### src/hw/rtl/pcsrt_pkg.sv
`timescale 1ns / 1ps
// ----------------------------------------------------------------------------
// pcsrt_pkg: shared types and codes of the per-class sorted record table.
// Holds the record layout, the operation codes and the cell control bundle.
// ----------------------------------------------------------------------------
package pcsrt_pkg;

  typedef enum logic [2:0] {
    OP_INSERT = 3'd0,
    OP_TAKE   = 3'd1,
    OP_SET    = 3'd2,
    OP_QUERY  = 3'd3,
    OP_RANK   = 3'd4,
    OP_COUNT  = 3'd5
  } op_t;

  typedef struct packed {
    logic [15:0] id;
    logic [3:0]  cls;
    logic [15:0] qty;
    logic [15:0] val;
  } rec_t;

  // Control broadcast to every cell in the chain.
  typedef struct packed {
    logic        ins;     // shift in the key record at its sorted place
    logic        del;     // close the gap at the matching id
    rec_t        key;     // record to place
    logic [31:0] total;   // key quantity times unit value
    logic [15:0] del_id;  // id to remove
  } cell_ctl_t;

  typedef enum logic [1:0] {
    ST_IDLE,
    ST_PREP,
    ST_APPLY,
    ST_DONE
  } state_t;

endpackage

### src/hw/rtl/pcsrt_cell.sv
`timescale 1ns / 1ps
// ----------------------------------------------------------------------------
// pcsrt_cell: one slot of the sorted record chain.
// Compares the broadcast key against its record and takes its new content
// from itself, from the key or from a neighbor in the same cycle.
// ----------------------------------------------------------------------------
module pcsrt_cell
  import pcsrt_pkg::*;
(
  input  logic      clk,
  input  logic      rst,
  input  cell_ctl_t ctl,
  input  logic      prev_valid,
  input  rec_t      prev_rec,
  input  logic      prev_ahead,
  input  logic      prev_gone,
  input  logic      next_valid,
  input  rec_t      next_rec,
  output logic      valid,
  output rec_t      rec,
  output logic      ahead,
  output logic      gone
);

  logic [31:0] total;
  logic        valid_next;
  rec_t        rec_next;

  // The product is stored with the record to keep the compare path short.
  always_ff @(posedge clk) begin
    if (valid_next) begin
      total <= 32'(rec_next.qty) * 32'(rec_next.val);
    end
  end

  // A valid record ahead of the key's place: lower class, or same class and
  // smaller total. Ordering makes this true over a prefix of the chain.
  assign ahead = valid && ((rec.cls < ctl.key.cls) ||
                 ((rec.cls == ctl.key.cls) && (total < ctl.total)));
  // Set at and past the removed id.
  assign gone = prev_gone || (valid && (rec.id == ctl.del_id));

  // Select the next content of the slot.
  always_comb begin
    valid_next = valid;
    rec_next   = rec;
    if (ctl.del && gone) begin
      valid_next = next_valid;
      rec_next   = next_rec;
    end else if (ctl.ins && !ahead) begin
      if (prev_ahead) begin
        valid_next = 1'b1;
        rec_next   = ctl.key;
      end else begin
        valid_next = prev_valid;
        rec_next   = prev_rec;
      end
    end
  end

  always_ff @(posedge clk) begin
    if (rst) begin
      valid <= 1'b0;
    end else begin
      valid <= valid_next;
    end
  end

  always_ff @(posedge clk) begin
    rec <= rec_next;
  end

endmodule
### config.mk
export PLATFORM = sky130hd
export DESIGN_NAME = pcsrt_cell
export DESIGN_NICKNAME = d
export VERILOG_FILES = /design/src/hw/rtl/pcsrt_pkg.sv /design/src/hw/rtl/pcsrt_cell.sv
export SDC_FILE = /design/constraint.sdc
export NUM_CORES = 1
export LEC_CHECK = 0
export CORE_MARGIN = 5
export CORE_UTILIZATION = 55
export CTS_BUF_LIST = sky130_fd_sc_hd__clkbuf_4 sky130_fd_sc_hd__clkbuf_8
export DETAILED_ROUTE_END_ITERATION = 16
export DONT_BUFFER_PORTS = 1
export GPL_TIMING_DRIVEN = 0
export PLACE_DENSITY = 0.7
export REMOVE_ABC_BUFFERS = 1
export SYNTH_ARGS = -nofsm -noshare
export SYNTH_HDL_FRONTEND = slang
export SYNTH_SLANG_ARGS = --single-unit
### constraint.sdc
create_clock -name clk -period 11.1 [get_ports clk]
set_clock_uncertainty 0.15 [all_clocks]
set_input_delay 1.11 -clock clk [delete_from_list [all_inputs] [get_ports clk]]
set_output_delay 1.11 -clock clk [all_outputs]
set_load 0.1 [all_outputs]
==> results of run 1 <==
## sequential cells by signal (all words and copies together), names as in the netlist
register	cells
valid	1
rec	52
total	32
## kinds of logic (layout without fill, tap and decap cells)
family          Yosys count  in the layout  share of synthesized area
other cells               0              1                          0
buf+inv                 343            301                      0.107
fa+ha+maj               333            333                      0.409
flops                    85             85                      0.162
xor+xnor                 44             44                     0.0280
mux                      52             52                     0.0379
simple gates            409            409                      0.139
compound gates          160            161                      0.117
## metrics by stage
stage | worst slack (ps) | TNS, ps
final | 447 | 0
after CTS | 62.5 | 0
after global routing | 74.1 | 0
after detailed placement | -959 | -6140
after global placement | -3280 | -52410
after floorplan | -621 | -3860
## timing repair
item / 4_1_cts / 5_1_grt
pin swaps: 1 / 1
setup buffers: 1 / 2
hold buffers: 0 / 0
gates cloned: 1 / 0
resized for setup: 4 / 2
endpoints found under the setup margin: 15 / 7
## cells in the final DEF (no fill, tap or decap), drive strengths merged, types with 11 or more instances in the layout
cell | synthesis | routed
and2 | 88 | 88
mux2i | 52 | 52
inv | 278 | 281
fa | 194 | 194
edfxtp | 52 | 52
a21oi | 33 | 33
o31ai | 20 | 20
o311a | 11 | 11
nand4 | 39 | 39
o311ai | 22 | 22
xnor2 | 35 | 35
ha | 139 | 139
o21ai | 16 | 17
dfxtp | 33 | 33
a21o | 18 | 18
nor2 | 40 | 40
nand2 | 213 | 213
## critical path, delay by kind of cell (launching register included)
family,cells,cell delay (ps)
fa+ha+maj,7,3260
simple gates,6,1570
compound gates,9,2840
buf+inv,6,1170
xor+xnor,2,310
flops,1,1020
## metal layers
layer	global-route usage	up-vias	routed length (um)
met5	0	-	0
met4	0.0921	0	1250
met3	0.0361	75	2220
met2	0.438	356	18600
met1	0.308	5010	13600
li1	-	4498	-
## layout make-up
type	count	area, sq um	area share
inverter	278	1040	0.0739
clock inverter	7	92.6	0.00655
antenna	1	2.50	0.000177
sequential	85	2220	0.157
tap	324	405	0.0287
timing repair buffer	7	105	0.00744
clock buffer	9	124	0.00877
multi-input combinational	999	10100	0.717
## worst min path at each step
stage          cells after the start       startpoint  slack (ps)               end
5_1_grt                            1              rst         630  valid$_SDFF_PP0_
3_5_place_dp                       1              rst        1040  valid$_SDFF_PP0_
4_1_cts                            1              rst         620  valid$_SDFF_PP0_
6_report                           1              rst         640  valid$_SDFF_PP0_
2_1_floorplan                      2  rec[30]$_DFF_P_        1030   rec[30]$_DFF_P_
3_3_place_gp                       1              rst        1030  valid$_SDFF_PP0_
==> flow_summary.yaml, run 1 <==
outcome:
  run_status: "finished clean"
setup_path:
  startpoint: "rec[46]$_DFFE_PP_"
  path_max_fanout: 64
  end_kind: "register"
  class_of_the_most_critical_setup_path: "register to register"
  worstReg2RegEnd: "total[30]$_DFFE_PP_"
  cp_slowest_cell: "edfxtp_1"
  setup.worst_path.start_class: "register"
  worst-r2r-setup-slack_ps: 450
  critical_path.most_common_cell: "fa_1"
  endpoint: "total[30]$_DFFE_PP_"
  worstReg2RegStart: "rec[46]$_DFFE_PP_"
  required_ps: 11100
  cp.arrival_ps: 10650
  cp_peak_stage_delay_ps: 1020
  worst_r2r_path_depth: 30
timing:
  worst_hold_slack_ps: 637
  grt_setup_unrepaired: "no"
  number_of_max_slew_violations_in_the_final_report: 0
  timing.final.crit_period_ps: 10650
  achievable-frequency_mhz: 93.9
  fin_crit_sh: 0.960
  report.final.setup_viol: 0
  maxSlewHeadroom: 0.129
  tightestPinTransition_ps: 1310
  final_hold_viol_count: 0
final_layout:
  post-route-util: 0.578
  post-route-cell-area_sq_mm: 0.0141
  layout-drive-gt1-share: 0.0549
  area.growth.synth_to_final_pct: 2.79
  fillCellCount: 2125
  post_layout_nonfiller_instances: 1710
  final_net_count: 1925
detailed_routing:
  drcViolationCount: 0
  routed-via-count: 9939
  avgViaCountPerCell: 5.81
  avgRoutedWirePerCell_um: 20.8
  route.antenna.remaining_nets: 0
  detail_route.iter0.violations: 535
  drt_pass1_iterations: 6
  routed_wl_um: 35600
clock_tree:
  cts_max_path_buffers: 2
  clock_insertion_delay_at_the_later_pin_of_the_skew_report_ps: 390
  cts.root.buffer_cell: "clkbuf_8"
  clock_tree_from_tritoncts: "done"
  clock_tree.htree_level_count: 3
  clock_sink_count: 85
  total_clock_buffers_created_by_cts: 9
  worst_setup_hold_path_clk_slew_ps: 110
yosys:
  prevailing_post_synth_register_cell: "edfxtp_1"
  async_flop_share: 0
  synth_sequential_area_ratio: 0.162
  ys_seq_elements: 85
  synth_area_leader_cell: "fa_1"
  synthesis.area_per_instance_sq_um: 9.64
  count_of_unique_library_cells_instantiated_by_yosys: 53
  yosys-top-cells-area: "fa_1, ha_1, edfxtp_1, inv_1, nand2_1"
  synth.most_common_cell: "inv_1"
  post_synth_instance_area_sq_mm: 0.0137
  yosys_warnings: 0
  synth_edf_count: 52
  synth_largest_type_area_fraction: 0.283
  synthesis.instances: 1426
  netlist_top_cells_count: "inv_1, nand2_1, fa_1, ha_1, and2_1"
hold_path:
  worstHoldPathType: "input port to register"
grt:
  number_of_antenna_violations_at_the_first_check_in_global_routing: 1
  grt_start_max_net_pins: 65
  overflow: 0
  grt_first_pass_wirelength_um: 55600
  grt_pass1_vias: 10400
  track_usage: 0.248
placement:
  placement.cell_area_sq_mm: 0.0138
  hpwl_um: 28000
  port-buffer-count: 0
  numPlacedInstances: 1688
  place_congestion: 0.886
floorplanning:
  core_area_sq_mm: 0.0245
  die-width_um: 168
  dieArea_sq_mm: 0.0282
  dieHeight_um: 168
  initial_utilization: 0.562
  rows: 57
  count_of_boundary_i_o_pins: 267
run:
  max-cap-violations: 0
Power of run 1 is not shown: default switching activity piles up to over one toggle a cycle in this logic, so the estimate is an artifact.
==> run 2: changes to the inputs <==
- CTS_BUF_LIST: sky130_fd_sc_hd__clkbuf_4 sky130_fd_sc_hd__clkbuf_8 -> unset
==> run 2 against run 1 <==
Worst hold slack improved by 40 ps. Maximum frequency rose by 0.26%. Via count fell by 0.29%. Sequential share of layout area fell by 0.11 points. Wire length fell by 0.11%. Critical path depth did not move. Utilization rose by 0.41 points. Largest cell class unchanged.
==> flow_summary.yaml, run 2 (synthesis gave the netlist of run 1 again) <==
grt:
  number_of_antenna_violations_at_the_first_check_in_global_routing: 1
  track_usage: 0.248
  overflow: 0
  grt_pass1_vias: 10400
  grt_first_pass_wirelength_um: 55600
  grt_start_max_net_pins: 65
detailed_routing:
  routed_wl_um: 35600
  route.met2.wl_um: 18500
  detail_route.iter0.violations: 540
  route.met3.wl_um: 2030
  routed-via-count: 9910
  drcViolationCount: 0
  avgViaCountPerCell: 5.80
  route.layer.met1.wl_um: 13800
  drt_pass1_iterations: 5
  route.antenna.remaining_nets: 0
  avgRoutedWirePerCell_um: 20.8
  top_layer: "met4"
clock_tree:
  post_cts_hold_buffer_count: 0
  total_clock_buffers_created_by_cts: 9
  clock_tree_from_tritoncts: "done"
  cts.root.buffer_cell: "clkbuf_16"
  clock_insertion_delay_at_the_later_pin_of_the_skew_report_ps: 350
  worst_setup_hold_path_clk_slew_ps: 70
  cts_max_path_buffers: 2
  clock_tree.htree_level_count: 3
  clock_sink_count: 85
setup_path:
  worst_path_dominant_cell_family: "adder cells"
  critical_path.most_common_cell: "fa_1"
  setup.worst_path.start_class: "register"
  crit_buf_inv: 6
  cp_peak_stage_delay_ps: 1010
  required_ps: 11060
  class_of_the_most_critical_setup_path: "register to register"
  cp.arrival_ps: 10580
  timing.critical_path.depth: 30
  path_max_fanout: 64
  worst_r2r_path_depth: 30
  end_kind: "register"
  cp_slowest_cell: "edfxtp_1"
placement:
  port-buffer-count: 0
  hpwl_um: 28000
  place_worst_setup_slack_ps: -959
  place_congestion: 0.886
final_layout:
  largest_register_ffs: 52
  largest_register: "rec"
  area.growth.synth_to_final_pct: 3.53
  final_net_count: 1925
  final_common_cell: "inv_1"
  largest_registers: "rec x52, total x32, valid x1"
  leading_cell_types_in_the_layout_fill_and_taps_excluded: "inv_1, nand2_1, fa_1"
  layout-drive-gt1-share: 0.0549
  fillCellCount: 2103
floorplanning:
  count_of_boundary_i_o_pins: 267
  dieArea_sq_mm: 0.0282
  initial_utilization: 0.562
  core_area_sq_mm: 0.0245
  dieHeight_um: 168
  rows: 57
  die-width_um: 168
timing:
  grt_setup_unrepaired: "no"
  final_hold_viol_count: 0
  report.final.setup_viol: 0
  worst_hold_slack_ps: 677
  tightestPinTransition_ps: 1300
  post-route-worst-setup-slack_ps: 475
  number_of_max_slew_violations_in_the_final_report: 0
  maxSlewHeadroom: 0.135
  fin_crit_sh: 0.957
  achievable-frequency_mhz: 94.1
  timing.final.crit_period_ps: 10620
hold_path:
  min_delay_path_depth: 1
  worstHoldPathType: "input port to register"
run:
  max-cap-violations: 0
outcome:
  run_status: "finished clean"
[run 2: changes by cell type in the layout (fill, tap and decap cells not counted)]
cell / previous run / this run
clkbuf_16: 0 / 9
clkbuf_8: 9 / 0
[run 2: through the flow]
| step | setup TNS [ps] | area (sq um) | std cells | utilization |
|---|---|---|---|---|
| detailed placement | -6140 | 13800 | 1688 | 0.566 |
| finish | 0 | 14200 | 1710 | 0.582 |
| floorplan | -3860 | 13300 | 1361 | - |
| global placement | -52410 | 13700 | 1685 | 0.561 |
| global route | 0 | 14200 | 1710 | 0.582 |
| CTS | 0 | 14200 | 1706 | 0.580 |
[run 2: cell type report]
| cell class | instances | area [sq um] | area share |
|---|---|---|---|
| antenna | 1 | 2.50 | 0.000176 |
| clock buffer | 9 | 225 | 0.0158 |
| clock inverter | 7 | 92.6 | 0.00651 |
| inverter | 278 | 1040 | 0.0733 |
| multi-input combinational | 999 | 10100 | 0.712 |
| sequential | 85 | 2220 | 0.156 |
| tap | 324 | 405 | 0.0285 |
| timing repair buffer | 7 | 105 | 0.00739 |
[run 2: layer usage]
layer / global-route usage / vias up
met2: 0.437 / 361
li1: - / 4500
met4: 0.0917 / 0
met3: 0.0352 / 73
met1: 0.309 / 4976
met5: 0 / -
[run 2: timing repair]
item,4_1_cts,5_1_grt
setup buffers,1,2
hold endpoints to repair,0,0
gates resized for setup,4,2
setup endpoints to repair,14,6
gates cloned,1,0
pin swaps,1,1
[run 2: final timing paths]
kind	startpoint	endpoint	slack (ps)
worst min-delay path	rst	valid$_SDFF_PP0_	680
worst min register to register	rec[31]$_DFF_P_	rec[31]$_DFF_P_	1150
worst max-delay path	rec[46]$_DFFE_PP_	total[30]$_DFFE_PP_	480
worst max register to register	rec[46]$_DFFE_PP_	total[30]$_DFFE_PP_	480
Power of run 2 is left out for the same reason.
